### src/assert_macros.svh
// Assertion macros shared by the RTL modules.
`ifndef ASSERT_MACROS_SVH
`define ASSERT_MACROS_SVH

// Implication checked at every rising clock edge outside reset.
`define MIE_ASSERT_IMP(lbl, ante, cons) \
   lbl: assert property (@(posedge clock) disable iff (reset) (ante) |-> (cons)) \
      else $error("implication check failed");

// Implication whose consequent is checked in the next cycle.
`define MIE_ASSERT_NEXT(lbl, ante, cons) \
   lbl: assert property (@(posedge clock) disable iff (reset) (ante) |=> (cons)) \
      else $error("next-cycle check failed");

`endif

### src/mie_pkg.sv
// ---------------------------------------------------------------------------
// mie_pkg
// Shared widths, types and states of the modular inverse block.
// ---------------------------------------------------------------------------
package mie_pkg;

   localparam int WIDTH = 32;
   localparam int CNT_W = $clog2(WIDTH);

   typedef enum logic [2:0] {
      ST_IDLE,
      ST_REDUCE,
      ST_LOAD,
      ST_STEP,
      ST_FINAL
   } state_type;

   typedef struct packed {
      logic             start;
      logic [WIDTH-1:0] numer;
      logic [WIDTH-1:0] denom;
      logic [WIDTH-1:0] mult;
   } div_req_type;

   typedef struct packed {
      logic             done;
      logic [WIDTH-1:0] rem;
      logic [WIDTH-1:0] acc;
   } div_rsp_type;

endpackage

### src/mie_divstep.sv
// ---------------------------------------------------------------------------
// mie_divstep
// Bit-serial restoring divider, one quotient bit per cycle. Each quotient bit
// is folded into acc = 2*acc + qbit*mult, so acc ends as quotient*mult.
// ---------------------------------------------------------------------------
module mie_divstep
   import mie_pkg::*;
(
   input  logic        clock,
   input  logic        reset,
   input  div_req_type req,
   output div_rsp_type rsp
);

   logic [WIDTH-1:0] num_ff, num_in;
   logic [WIDTH-1:0] den_ff, den_in;
   logic [WIDTH-1:0] mul_ff, mul_in;
   logic [WIDTH-1:0] rem_ff, rem_in;
   logic [WIDTH-1:0] acc_ff, acc_in;
   logic [CNT_W-1:0] cnt_ff, cnt_in;
   logic             busy_ff, busy_in;
   logic             done_ff, done_in;
   logic [WIDTH:0]   trial;
   logic             ge;

   always_comb begin
      trial   = {rem_ff, num_ff[WIDTH-1]};
      ge      = trial >= {1'b0, den_ff};
      num_in  = num_ff;
      den_in  = den_ff;
      mul_in  = mul_ff;
      rem_in  = rem_ff;
      acc_in  = acc_ff;
      cnt_in  = cnt_ff;
      busy_in = busy_ff;
      done_in = 1'b0;
      if (req.start) begin
         num_in  = req.numer;
         den_in  = req.denom;
         mul_in  = req.mult;
         rem_in  = '0;
         acc_in  = '0;
         cnt_in  = '0;
         busy_in = 1'b1;
      end else if (busy_ff) begin
         num_in = {num_ff[WIDTH-2:0], 1'b0};
         rem_in = ge ? WIDTH'(trial - {1'b0, den_ff}) : trial[WIDTH-1:0];
         acc_in = {acc_ff[WIDTH-2:0], 1'b0} + (ge ? mul_ff : '0);
         cnt_in = cnt_ff + 1'b1;
         if (cnt_ff == CNT_W'(WIDTH - 1)) begin
            busy_in = 1'b0;
            done_in = 1'b1;
         end
      end
   end

   always_ff @(posedge clock) begin
      if (reset) begin
         busy_ff <= 1'b0;
         done_ff <= 1'b0;
         cnt_ff  <= '0;
      end else begin
         busy_ff <= busy_in;
         done_ff <= done_in;
         cnt_ff  <= cnt_in;
      end
      num_ff <= num_in;
      den_ff <= den_in;
      mul_ff <= mul_in;
      rem_ff <= rem_in;
      acc_ff <= acc_in;
   end

   assign rsp.done = done_ff;
   assign rsp.rem  = rem_ff;
   assign rsp.acc  = acc_ff;

`include "assert_macros.svh"
   `MIE_ASSERT_IMP(a_rem_below_den, done_ff, rem_ff < den_ff)
   `MIE_ASSERT_NEXT(a_done_after_busy, busy_ff && !req.start && cnt_ff == CNT_W'(WIDTH - 1),
      done_ff && !busy_ff)

endmodule

### src/modular_inverse_ext_euclid.sv
// ---------------------------------------------------------------------------
// modular_inverse_ext_euclid
// Modular inverse by the extended Euclidean algorithm on a bit-serial divider.
// ---------------------------------------------------------------------------
//   channel  ports                          beat
//   req      req_value, req_modulus         one pair to invert
//   rsp      rsp_inverse, rsp_no_inverse    one result per req beat
//
// One item at a time. The reduction and each Euclid step run in the shared
// bit-serial divider; up to about 1.44*WIDTH steps. Reset is synchronous and
// clears all control state. A stalled result is held in the output register;
// the next request is taken meanwhile but its result waits in the final state
// until the output register frees.
// ---------------------------------------------------------------------------
module modular_inverse_ext_euclid
   import mie_pkg::*;
(
   input  logic        clock,
   input  logic        reset,
   input  logic        req_valid,
   output logic        req_stall,
   input  logic [31:0] req_value,
   input  logic [31:0] req_modulus,
   output logic        rsp_valid,
   input  logic        rsp_stall,
   output logic [31:0] rsp_inverse,
   output logic        rsp_no_inverse
);

   state_type        state_ff, state_in;
   logic [WIDTH-1:0] m_ff, m_in;
   logic [WIDTH-1:0] r0_ff, r0_in;
   logic [WIDTH-1:0] r1_ff, r1_in;
   logic [WIDTH-1:0] x0_ff, x0_in;
   logic [WIDTH-1:0] x1_ff, x1_in;
   logic             par_ff, par_in;
   logic             fail_ff, fail_in;
   logic             rsp_valid_ff, rsp_valid_in;
   logic [31:0]      rsp_inv_ff, rsp_inv_in;
   logic             rsp_ni_ff, rsp_ni_in;
   div_req_type      dreq;
   div_rsp_type      drsp;
   logic [WIDTH-1:0] x0m, tval;
   logic             ok;

   mie_divstep u_div (
      .clock (clock),
      .reset (reset),
      .req   (dreq),
      .rsp   (drsp)
   );

   always_comb begin
      x0m  = (x0_ff >= m_ff) ? x0_ff - m_ff : x0_ff;
      tval = par_ff ? x0m : ((x0m == '0) ? '0 : m_ff - x0m);
      ok   = !fail_ff && r0_ff == WIDTH'(1) && tval != '0;
   end

   always_comb begin
      state_in     = state_ff;
      m_in         = m_ff;
      r0_in        = r0_ff;
      r1_in        = r1_ff;
      x0_in        = x0_ff;
      x1_in        = x1_ff;
      par_in       = par_ff;
      fail_in      = fail_ff;
      rsp_valid_in = rsp_valid_ff && rsp_stall;
      rsp_inv_in   = rsp_inv_ff;
      rsp_ni_in    = rsp_ni_ff;
      dreq.start   = 1'b0;
      dreq.numer   = r0_ff;
      dreq.denom   = r1_ff;
      dreq.mult    = x1_ff;
      req_stall    = state_ff != ST_IDLE;
      case (state_ff)
         ST_IDLE: begin
            if (req_valid) begin
               m_in    = WIDTH'(req_modulus);
               fail_in = 1'b0;
               if (WIDTH'(req_modulus) < WIDTH'(2)) begin
                  fail_in  = 1'b1;
                  state_in = ST_FINAL;
               end else begin
                  dreq.start = 1'b1;
                  dreq.numer = WIDTH'(req_value);
                  dreq.denom = WIDTH'(req_modulus);
                  dreq.mult  = '0;
                  state_in   = ST_REDUCE;
               end
            end
         end
         ST_REDUCE: begin
            if (drsp.done) begin
               r0_in  = m_ff;
               r1_in  = drsp.rem;
               x0_in  = '0;
               x1_in  = WIDTH'(1);
               par_in = 1'b0;
               if (drsp.rem == '0) begin
                  fail_in  = 1'b1;
                  state_in = ST_FINAL;
               end else begin
                  state_in = ST_LOAD;
               end
            end
         end
         ST_LOAD: begin
            dreq.start = 1'b1;
            state_in   = ST_STEP;
         end
         ST_STEP: begin
            if (drsp.done) begin
               r0_in  = r1_ff;
               r1_in  = drsp.rem;
               x0_in  = x1_ff;
               x1_in  = drsp.acc + x0_ff;
               par_in = !par_ff;
               state_in = (drsp.rem == '0) ? ST_FINAL : ST_LOAD;
            end
         end
         ST_FINAL: begin
            if (!rsp_valid_ff || !rsp_stall) begin
               rsp_valid_in = 1'b1;
               rsp_inv_in   = ok ? 32'(tval) : '0;
               rsp_ni_in    = !ok;
               state_in     = ST_IDLE;
            end
         end
         default: state_in = ST_IDLE;
      endcase
   end

   always_ff @(posedge clock) begin
      if (reset) begin
         state_ff     <= ST_IDLE;
         rsp_valid_ff <= 1'b0;
         fail_ff      <= 1'b0;
         par_ff       <= 1'b0;
      end else begin
         state_ff     <= state_in;
         rsp_valid_ff <= rsp_valid_in;
         fail_ff      <= fail_in;
         par_ff       <= par_in;
      end
      m_ff       <= m_in;
      r0_ff      <= r0_in;
      r1_ff      <= r1_in;
      x0_ff      <= x0_in;
      x1_ff      <= x1_in;
      rsp_inv_ff <= rsp_inv_in;
      rsp_ni_ff  <= rsp_ni_in;
   end

   assign rsp_valid      = rsp_valid_ff;
   assign rsp_inverse    = rsp_inv_ff;
   assign rsp_no_inverse = rsp_ni_ff;

`include "assert_macros.svh"
   `MIE_ASSERT_IMP(a_flag_zero, rsp_valid_ff && rsp_ni_ff, rsp_inv_ff == '0)
   `MIE_ASSERT_IMP(a_inv_nonzero, rsp_valid_ff && !rsp_ni_ff, rsp_inv_ff != '0)

endmodule

### config.mk
export PLATFORM = sky130hd
export DESIGN_NAME = modular_inverse_ext_euclid
export DESIGN_NICKNAME = d
export VERILOG_FILES = /design/src/mie_pkg.sv /design/src/mie_divstep.sv /design/src/modular_inverse_ext_euclid.sv
export VERILOG_INCLUDE_DIRS = /design/src /design/src/src
export SDC_FILE = /design/constraint.sdc
export NUM_CORES = 1
export LEC_CHECK = 0
export BUFFER_PORTS_ARGS = -buffer_cell sky130_fd_sc_hd__buf_2
export CORE_MARGIN = 10
export CORE_UTILIZATION = 65
export DETAILED_ROUTE_END_ITERATION = 7
export GPL_TIMING_DRIVEN = 0
export PLACE_DENSITY = 0.89
export SETUP_SLACK_MARGIN = 0.4
export SYNTH_ARGS = -nofsm -noshare
export SYNTH_HDL_FRONTEND = slang
export SYNTH_SLANG_ARGS = --single-unit
### constraint.sdc
create_clock -name clock -period 23.7 [get_ports clock]
set_clock_uncertainty 0.15 [all_clocks]
set_input_delay 3.555 -clock clock [delete_from_list [all_inputs] [get_ports clock]]
set_output_delay 3.555 -clock clock [all_outputs]
set_load 0.05 [all_outputs]
==> flow_summary_export.csv, run 1 <==
group,metric,value,unit
outcome,outcome,"finished, final reports clean",
cts,cts.sink_count,366,
setup_path,r2r_setup_slack,12.73,ns
setup_path,slowest_delay,0.87,ns
drt,dr_total_vias,21500,
floorplanning,initial_core_util,66.0,%
cts,cts.htree.levels,2,
synth,syn_area_per_cell,9.22,um^2
worst_hold_path,min_from,"u_div.acc_ff[0]",
placed_design,hpwl,59.0,mm
floorplanning,die_area,44100,um^2
cts,cts_hold_buf,0,
timing,period_needed,10.97,ns
setup_path,path_common_cell,"o21ai_0",
placed_design,port_buffers,101,
cts,insertion_delay,0.57,ns
setup_path,end_kind,"register",
synth,synth_flop_cell,"edfxtp_1",
synth,syn_area,23500,um^2
worst_hold_path,min_path_type,"register to register",
synth,synth_top_area_share,37.0,%
synth,synth-async-reset-ratio,0,%
worst_hold_path,min_to,"u_div.acc_ff[0]",
cells_and_area,num-nets-final,2900,
cells_and_area,final_cells,3181,
floorplanning,io_pins,103,
setup_path,r2r_end,"u_div.acc_ff[31]",
cts,root_buffer,"clkbuf_16",
cts,postCtsSetupBuffers,0,
floorplanning,rows,69,
global_route,grt_pass1_vias,20500,
drt,drc,0,
drt,post_drt_wl_per_cell,24.6,um
timing,max-slew-margin-rel,26.6,%
timing,hold_viol_final,0,
setup_path,arrival,11.24,ns
timing,setup_violations,0,
setup_path,worstSetupPathType,"register to register",
setup_path,required,23.97,ns
setup_path,worst_setup_path_start_kind,"register",
cts,cts_resized,0,
global_route,antenna_found_initial,1,
synth,synth.top_cells.by_area,"edfxtp_1 (37%), ha_1 (7.2%), dfxtp_1 (6.6%)",
synth,ys_seq_area_share,43.5,%
cts,path_clk_slew,0.06,ns
placed_design,dp_cells,3110,
timing,grt_setup_unrepaired,"no",
cts,numCtsBuffers,40,
synth,synth-edff-count,289,
cells_and_area,diodes,0,
setup_path,reg2reg_from,"u_div.rem_ff[0]",
cells_and_area,drive_gt1_share,8.20,%
power,p_leak,10.2,nW
cts,cts_tree,"done",
timing,drv_slew,0,
power,power_density,85.0,nW/um^2
setup_path,crit_slowest_cell,"clkbuf_1",
placed_design,place.gp.congestion,1.00,
global_route,grt_util_all_layers,34.4,%
global_route,grt_overflow,0,
floorplanning,core_area,35600,um^2
timing,tightestPinTransition,1.10,ns
drt,wl,78.3,mm
job,drv_cap,0,
drt,ant_nets,0,
drt,dr.pass1.iters,6,
global_route,grt_max_degree,52,
power,peakVddDrop,108,uV
synth,synth_nets,2754,
drt,drt_iter0_drc,2811,
timing,min_period_over_period,46.3,%
cts,ctsLongestPathBuffers,3,
drt,vias_per_cell,6.75,
synth,synth-seq-cells,366,
timing,max_freq,91.1,MHz
synth,synth_area_leader_cell,"edfxtp_1",
synth,synth.distinct_cells,96,
synth,synthCells,2545,
cells_and_area,area_growth,10.3,%
worst_hold_path,min_path_cells,2,
floorplanning,die_h,210,um
timing,tns,0,ns
synth,yosysWarnings,0,
setup_path,crit_fanout,10,
setup_path,r2r_cells,43,
global_route,grt_pass1_wl,119,mm
floorplanning,die_w,210,um
==> worst max-delay path, delay by kind of cell, from the launching register on <==
kind                     cells  cell delay (ns)
AO/OA/AOI/OAI               32             7.16
buffers and inverters        3             1.47
adder cells (fa/ha/maj)      3             0.90
AND/OR/NAND/NOR              4             0.57
flip-flops                   1             0.38
XOR/XNOR                     1             0.19
==> worst max-delay path by stage <==
stage          cells after the start          endpoint  slack [ns]       startpoint
3_3_place_gp                       9  u_div.den_ff[14]       12.50        req_valid
5_1_grt                           42  u_div.acc_ff[31]       12.00  u_div.den_ff[1]
6_report                          43  u_div.acc_ff[31]       12.73  u_div.rem_ff[0]
4_1_cts                           41  u_div.acc_ff[31]       13.13  u_div.rem_ff[0]
2_1_floorplan                      8   u_div.den_ff[0]       15.38        req_valid
3_5_place_dp                      43  u_div.acc_ff[31]       13.31  u_div.rem_ff[0]
==> area by class of cell <==
cell class / instances / area [um^2]
Multi-Input combinational cell: 1937 / 12300
Sequential cell: 366 / 10200
Fill cell: 2617 / 9680
Clock buffer: 57 / 1140
Timing Repair Buffer: 104 / 581
Tap cell: 461 / 577
Inverter: 138 / 518
Buffer: 104 / 424
Clock inverter: 14 / 104
==> cell usage in the layout, fill, tap and decap left out, drive strengths merged, types with 77 or more instances in the layout <==
master,instances
xnor2,87
a21oi,152
inv,136
ha,136
and2,83
buf,120
nor2,243
clkbuf,145
nand2,320
dfxtp,77
o21ai,148
edfxtp,289
==> layer usage <==
layer / global-route usage, % / routed length [um]
met5: 0 / 0
met2: 53.9 / 34500
met1: 44.1 / 29800
met3: 7.75 / 9310
met4: 17.9 / 4700
==> stage by stage <==
step | hold slack, ns | area [um^2] | utilization [%] | power [mW] | setup slack (ns)
after floorplan | 0.293 | 23500 | - | 1.36 | 15.38
after detailed placement | 0.339 | 24600 | 69.3 | 1.56 | 13.31
after CTS | 0.348 | 25900 | 72.8 | 2.17 | 13.13
after global placement | 0.313 | 24600 | 69.0 | 1.53 | 12.50
final | 0.351 | 25900 | 72.8 | 2.20 | 12.73
after global routing | 0.371 | 25900 | 72.8 | 2.29 | 12.00
==> power by group <==
group / switching [mW] / internal [mW] / total, mW
logic: 0.477 / 0.300 / 0.776
clock network: 0.264 / 0.346 / 0.610
registers: 0.0564 / 0.758 / 0.814
total: 0.797 / 1.40 / 2.20
==> synth_stat cells (all sizes together), types with 65 or more instances <==
cell type	number
nand2	320
edfxtp	289
nor2	243
a21oi	152
o21ai	148
ha	136
inv	134
clkbuf	88
xnor2	87
and2	83
dfxtp	77
nor3	70
and3	65
==> sequential cells by signal, summed over array words and instances (netlist names) <==
signal / flops
r0_ff: 32
par_ff: 1
u_div.busy_ff: 1
u_div.mul_ff: 32
u_div.rem_ff: 32
rsp_valid: 1
rsp_inverse: 32
x0_ff: 32
u_div.cnt_ff: 5
m_ff: 32
u_div.den_ff: 32
fail_ff: 1
u_div.acc_ff: 32
rsp_no_inverse: 1
u_div.done_ff: 1
x1_ff: 32
u_div.num_ff: 32
state_ff: 3
r1_ff: 32
==> cells by family (layout without fill, tap and decap cells) <==
| group | count (synthesis) | after routing | synth area share, % |
|---|---|---|---|
| muxes | 64 | 64 | 2.86 |
| adders and majority gates | 150 | 150 | 8.07 |
| AOI/OAI and AO/OA | 595 | 595 | 16.5 |
| xor gates and xnor gates | 118 | 118 | 4.40 |
| buffers and inverters | 242 | 417 | 3.99 |
| and+or+nand+nor | 1010 | 1010 | 20.7 |
| DFF | 366 | 366 | 43.5 |
(Power assumes the default switching activity.)
==> run 2: changes to the inputs <==
CORE_UTILIZATION = 57   (was 65)
PLACE_DENSITY = 0.84   (was 0.89)
clock period = 9.8 ns   (was 23.7 ns; I/O delays follow)
==> flow_summary_export.csv, run 2 (synthesis gave the netlist of run 1 again) <==
group,metric,value,unit
cells_and_area,diodes,0,
power,p_comb_share,35.2,%
cts,numCtsBuffers,39,
setup_path,path_buf_inv,6,
timing,tns,0,ns
global_route,grt_pass1_vias,20000,
cells_and_area,mostFrequentLayoutCells,"nand2_1 (318), edfxtp_1 (289), nor2_1 (242)",
setup_path,arrival,9.19,ns
power,peakVddDrop,170,uV
worst_hold_path,min_path_type,"register to register",
floorplanning,io_pins,103,
power,p_sw_share,35.7,%
setup_path,worst_setup_path_start_kind,"register",
setup_path,crit_fanout,10,
power,power_density,205,nW/um^2
cts,cts_hold_buf,0,
timing,max-slew-margin-rel,28.6,%
job,drv_cap,0,
cts,ctsLongestPathBuffers,3,
timing,setup_violations,0,
cells_and_area,drive_gt1_share,9.15,%
global_route,grt_max_degree,68,
power,p_clk_share,28.2,%
drt,drt_iter0_drc,2854,
drt,post_drt_wl_per_cell,23.6,um
global_route,grt_pass1_wl,116,mm
timing,tightestPinTransition,1.06,ns
timing,period_needed,9.00,ns
floorplanning,rows,74,
setup_path,end_kind,"register",
power,total_power,5.36,mW
power,p_int,3.45,mW
cts,root_buffer,"clkbuf_16",
floorplanning,die_area,49700,um^2
power,switching_power,1.91,mW
setup_path,worstSetupPathType,"register to register",
placed_design,placed_area,24700,um^2
cells_and_area,mostFrequentLayoutCell,"nand2_1",
global_route,antenna_found_initial,0,
setup_path,required,9.99,ns
floorplanning,die_w,223,um
cells_and_area,num-nets-final,2902,
timing,grt_setup_unrepaired,"yes",
global_route,grt_overflow,0,
power,p_leak,10.2,nW
timing,max_freq,111,MHz
cells_and_area,multi_input_area,12500,um^2
placed_design,port_buffers,101,
timing,drv_slew,0,
cells_and_area,n_fill_cell,3226,
outcome,outcome,"finished, final reports clean",
timing,min_period_over_period,91.8,%
setup_path,crit_family,"compound AO/OA/AOI/OAI gates",
floorplanning,core_area,40700,um^2
placed_design,hpwl,58.2,mm
power,seq_power_share,36.6,%
cts,cts.sink_count,366,
drt,dr.pass1.iters,7,
setup_path,path_common_cell,"a211oi_1",
drt,vias_per_cell,6.53,
setup_path,slowest_delay,0.51,ns
drt,ant_nets,0,
cts,path_clk_slew,0.07,ns
drt,wl,76.9,mm
cells_and_area,area_growth,11.5,%
cells_and_area,fin_area,26200,um^2
placed_design,place.gp.congestion,0.980,
cts,insertion_delay,0.57,ns
floorplanning,initial_core_util,57.6,%
global_route,grt_util_all_layers,29.6,%
cts,cts_tree,"done",
floorplanning,die_h,223,um
drt,dr_total_vias,21200,
cts,cts.htree.levels,2,
setup_path,crit_slowest_cell,"fa_1",
cells_and_area,regArea,10200,um^2
drt,drc,0,
timing,hold_viol_final,0,
## run 2: power by group through the flow
stage | clock (mW) | combinational, mW | sequential (mW)
finish | 1.51 | 1.89 | 1.96
global route | 1.57 | 2.05 | 1.97
CTS | 1.51 | 1.81 | 1.96
detailed placement | 0 | 1.78 | 1.99
global placement | 0 | 1.72 | 1.99
floorplan | 0 | 1.35 | 1.94
## run 2: path summary, 6_finish.rpt
kind | startpoint | end | slack, ns | depth (start not counted)
worst max-delay path | m_ff[2] | rsp_no_inverse | 0.80 | 31
worst min-delay path | u_div.rem_ff[31] | r1_ff[31] | 0.35 | 0
worst min register to register | u_div.rem_ff[31] | r1_ff[31] | 0.35 | 0
worst max register to register | m_ff[2] | rsp_no_inverse | 0.80 | 31
## run 2: per-stage QoR
| stage | util, % | instances | setup WS, ns | hold slack (ns) |
|---|---|---|---|---|
| 6_report | 64.3 | 3253 | 0.805 | 0.354 |
| 4_1_cts | 64.0 | 3250 | 0.451 | 0.351 |
| 3_5_place_dp | 60.7 | 3181 | -0.540 | 0.338 |
| 3_3_place_gp | 60.5 | 3178 | -0.171 | 0.313 |
| 5_1_grt | 64.3 | 3253 | 0.337 | 0.369 |
| 2_1_floorplan | - | 2545 | 1.93 | 0.293 |
## run 2: area by class of cell
| cell class | count | share of cell area, % |
|---|---|---|
| clock inverter | 15 | 0.760 |
| inverter | 138 | 1.98 |
| multi-input combinational | 1937 | 47.6 |
| timing repair buffer | 107 | 2.30 |
| sequential | 366 | 39.0 |
| clock buffer | 54 | 4.10 |
| tap | 532 | 2.54 |
| buffer | 104 | 1.71 |
## run 2: layer usage
metal	routed length, um	share of wire (%)	GRT usage (%)
met5	0	0	0
met4	3760	4.9	13.4
met3	8620	11	6.45
met2	34400	45	46.2
met1	30100	39	38.8
## run 2: timing repair
item                       4_1_cts  5_1_grt
gates resized for setup         15       28
pin swaps                        0        4
setup buffers                    0        3
setup endpoints to repair       10       11
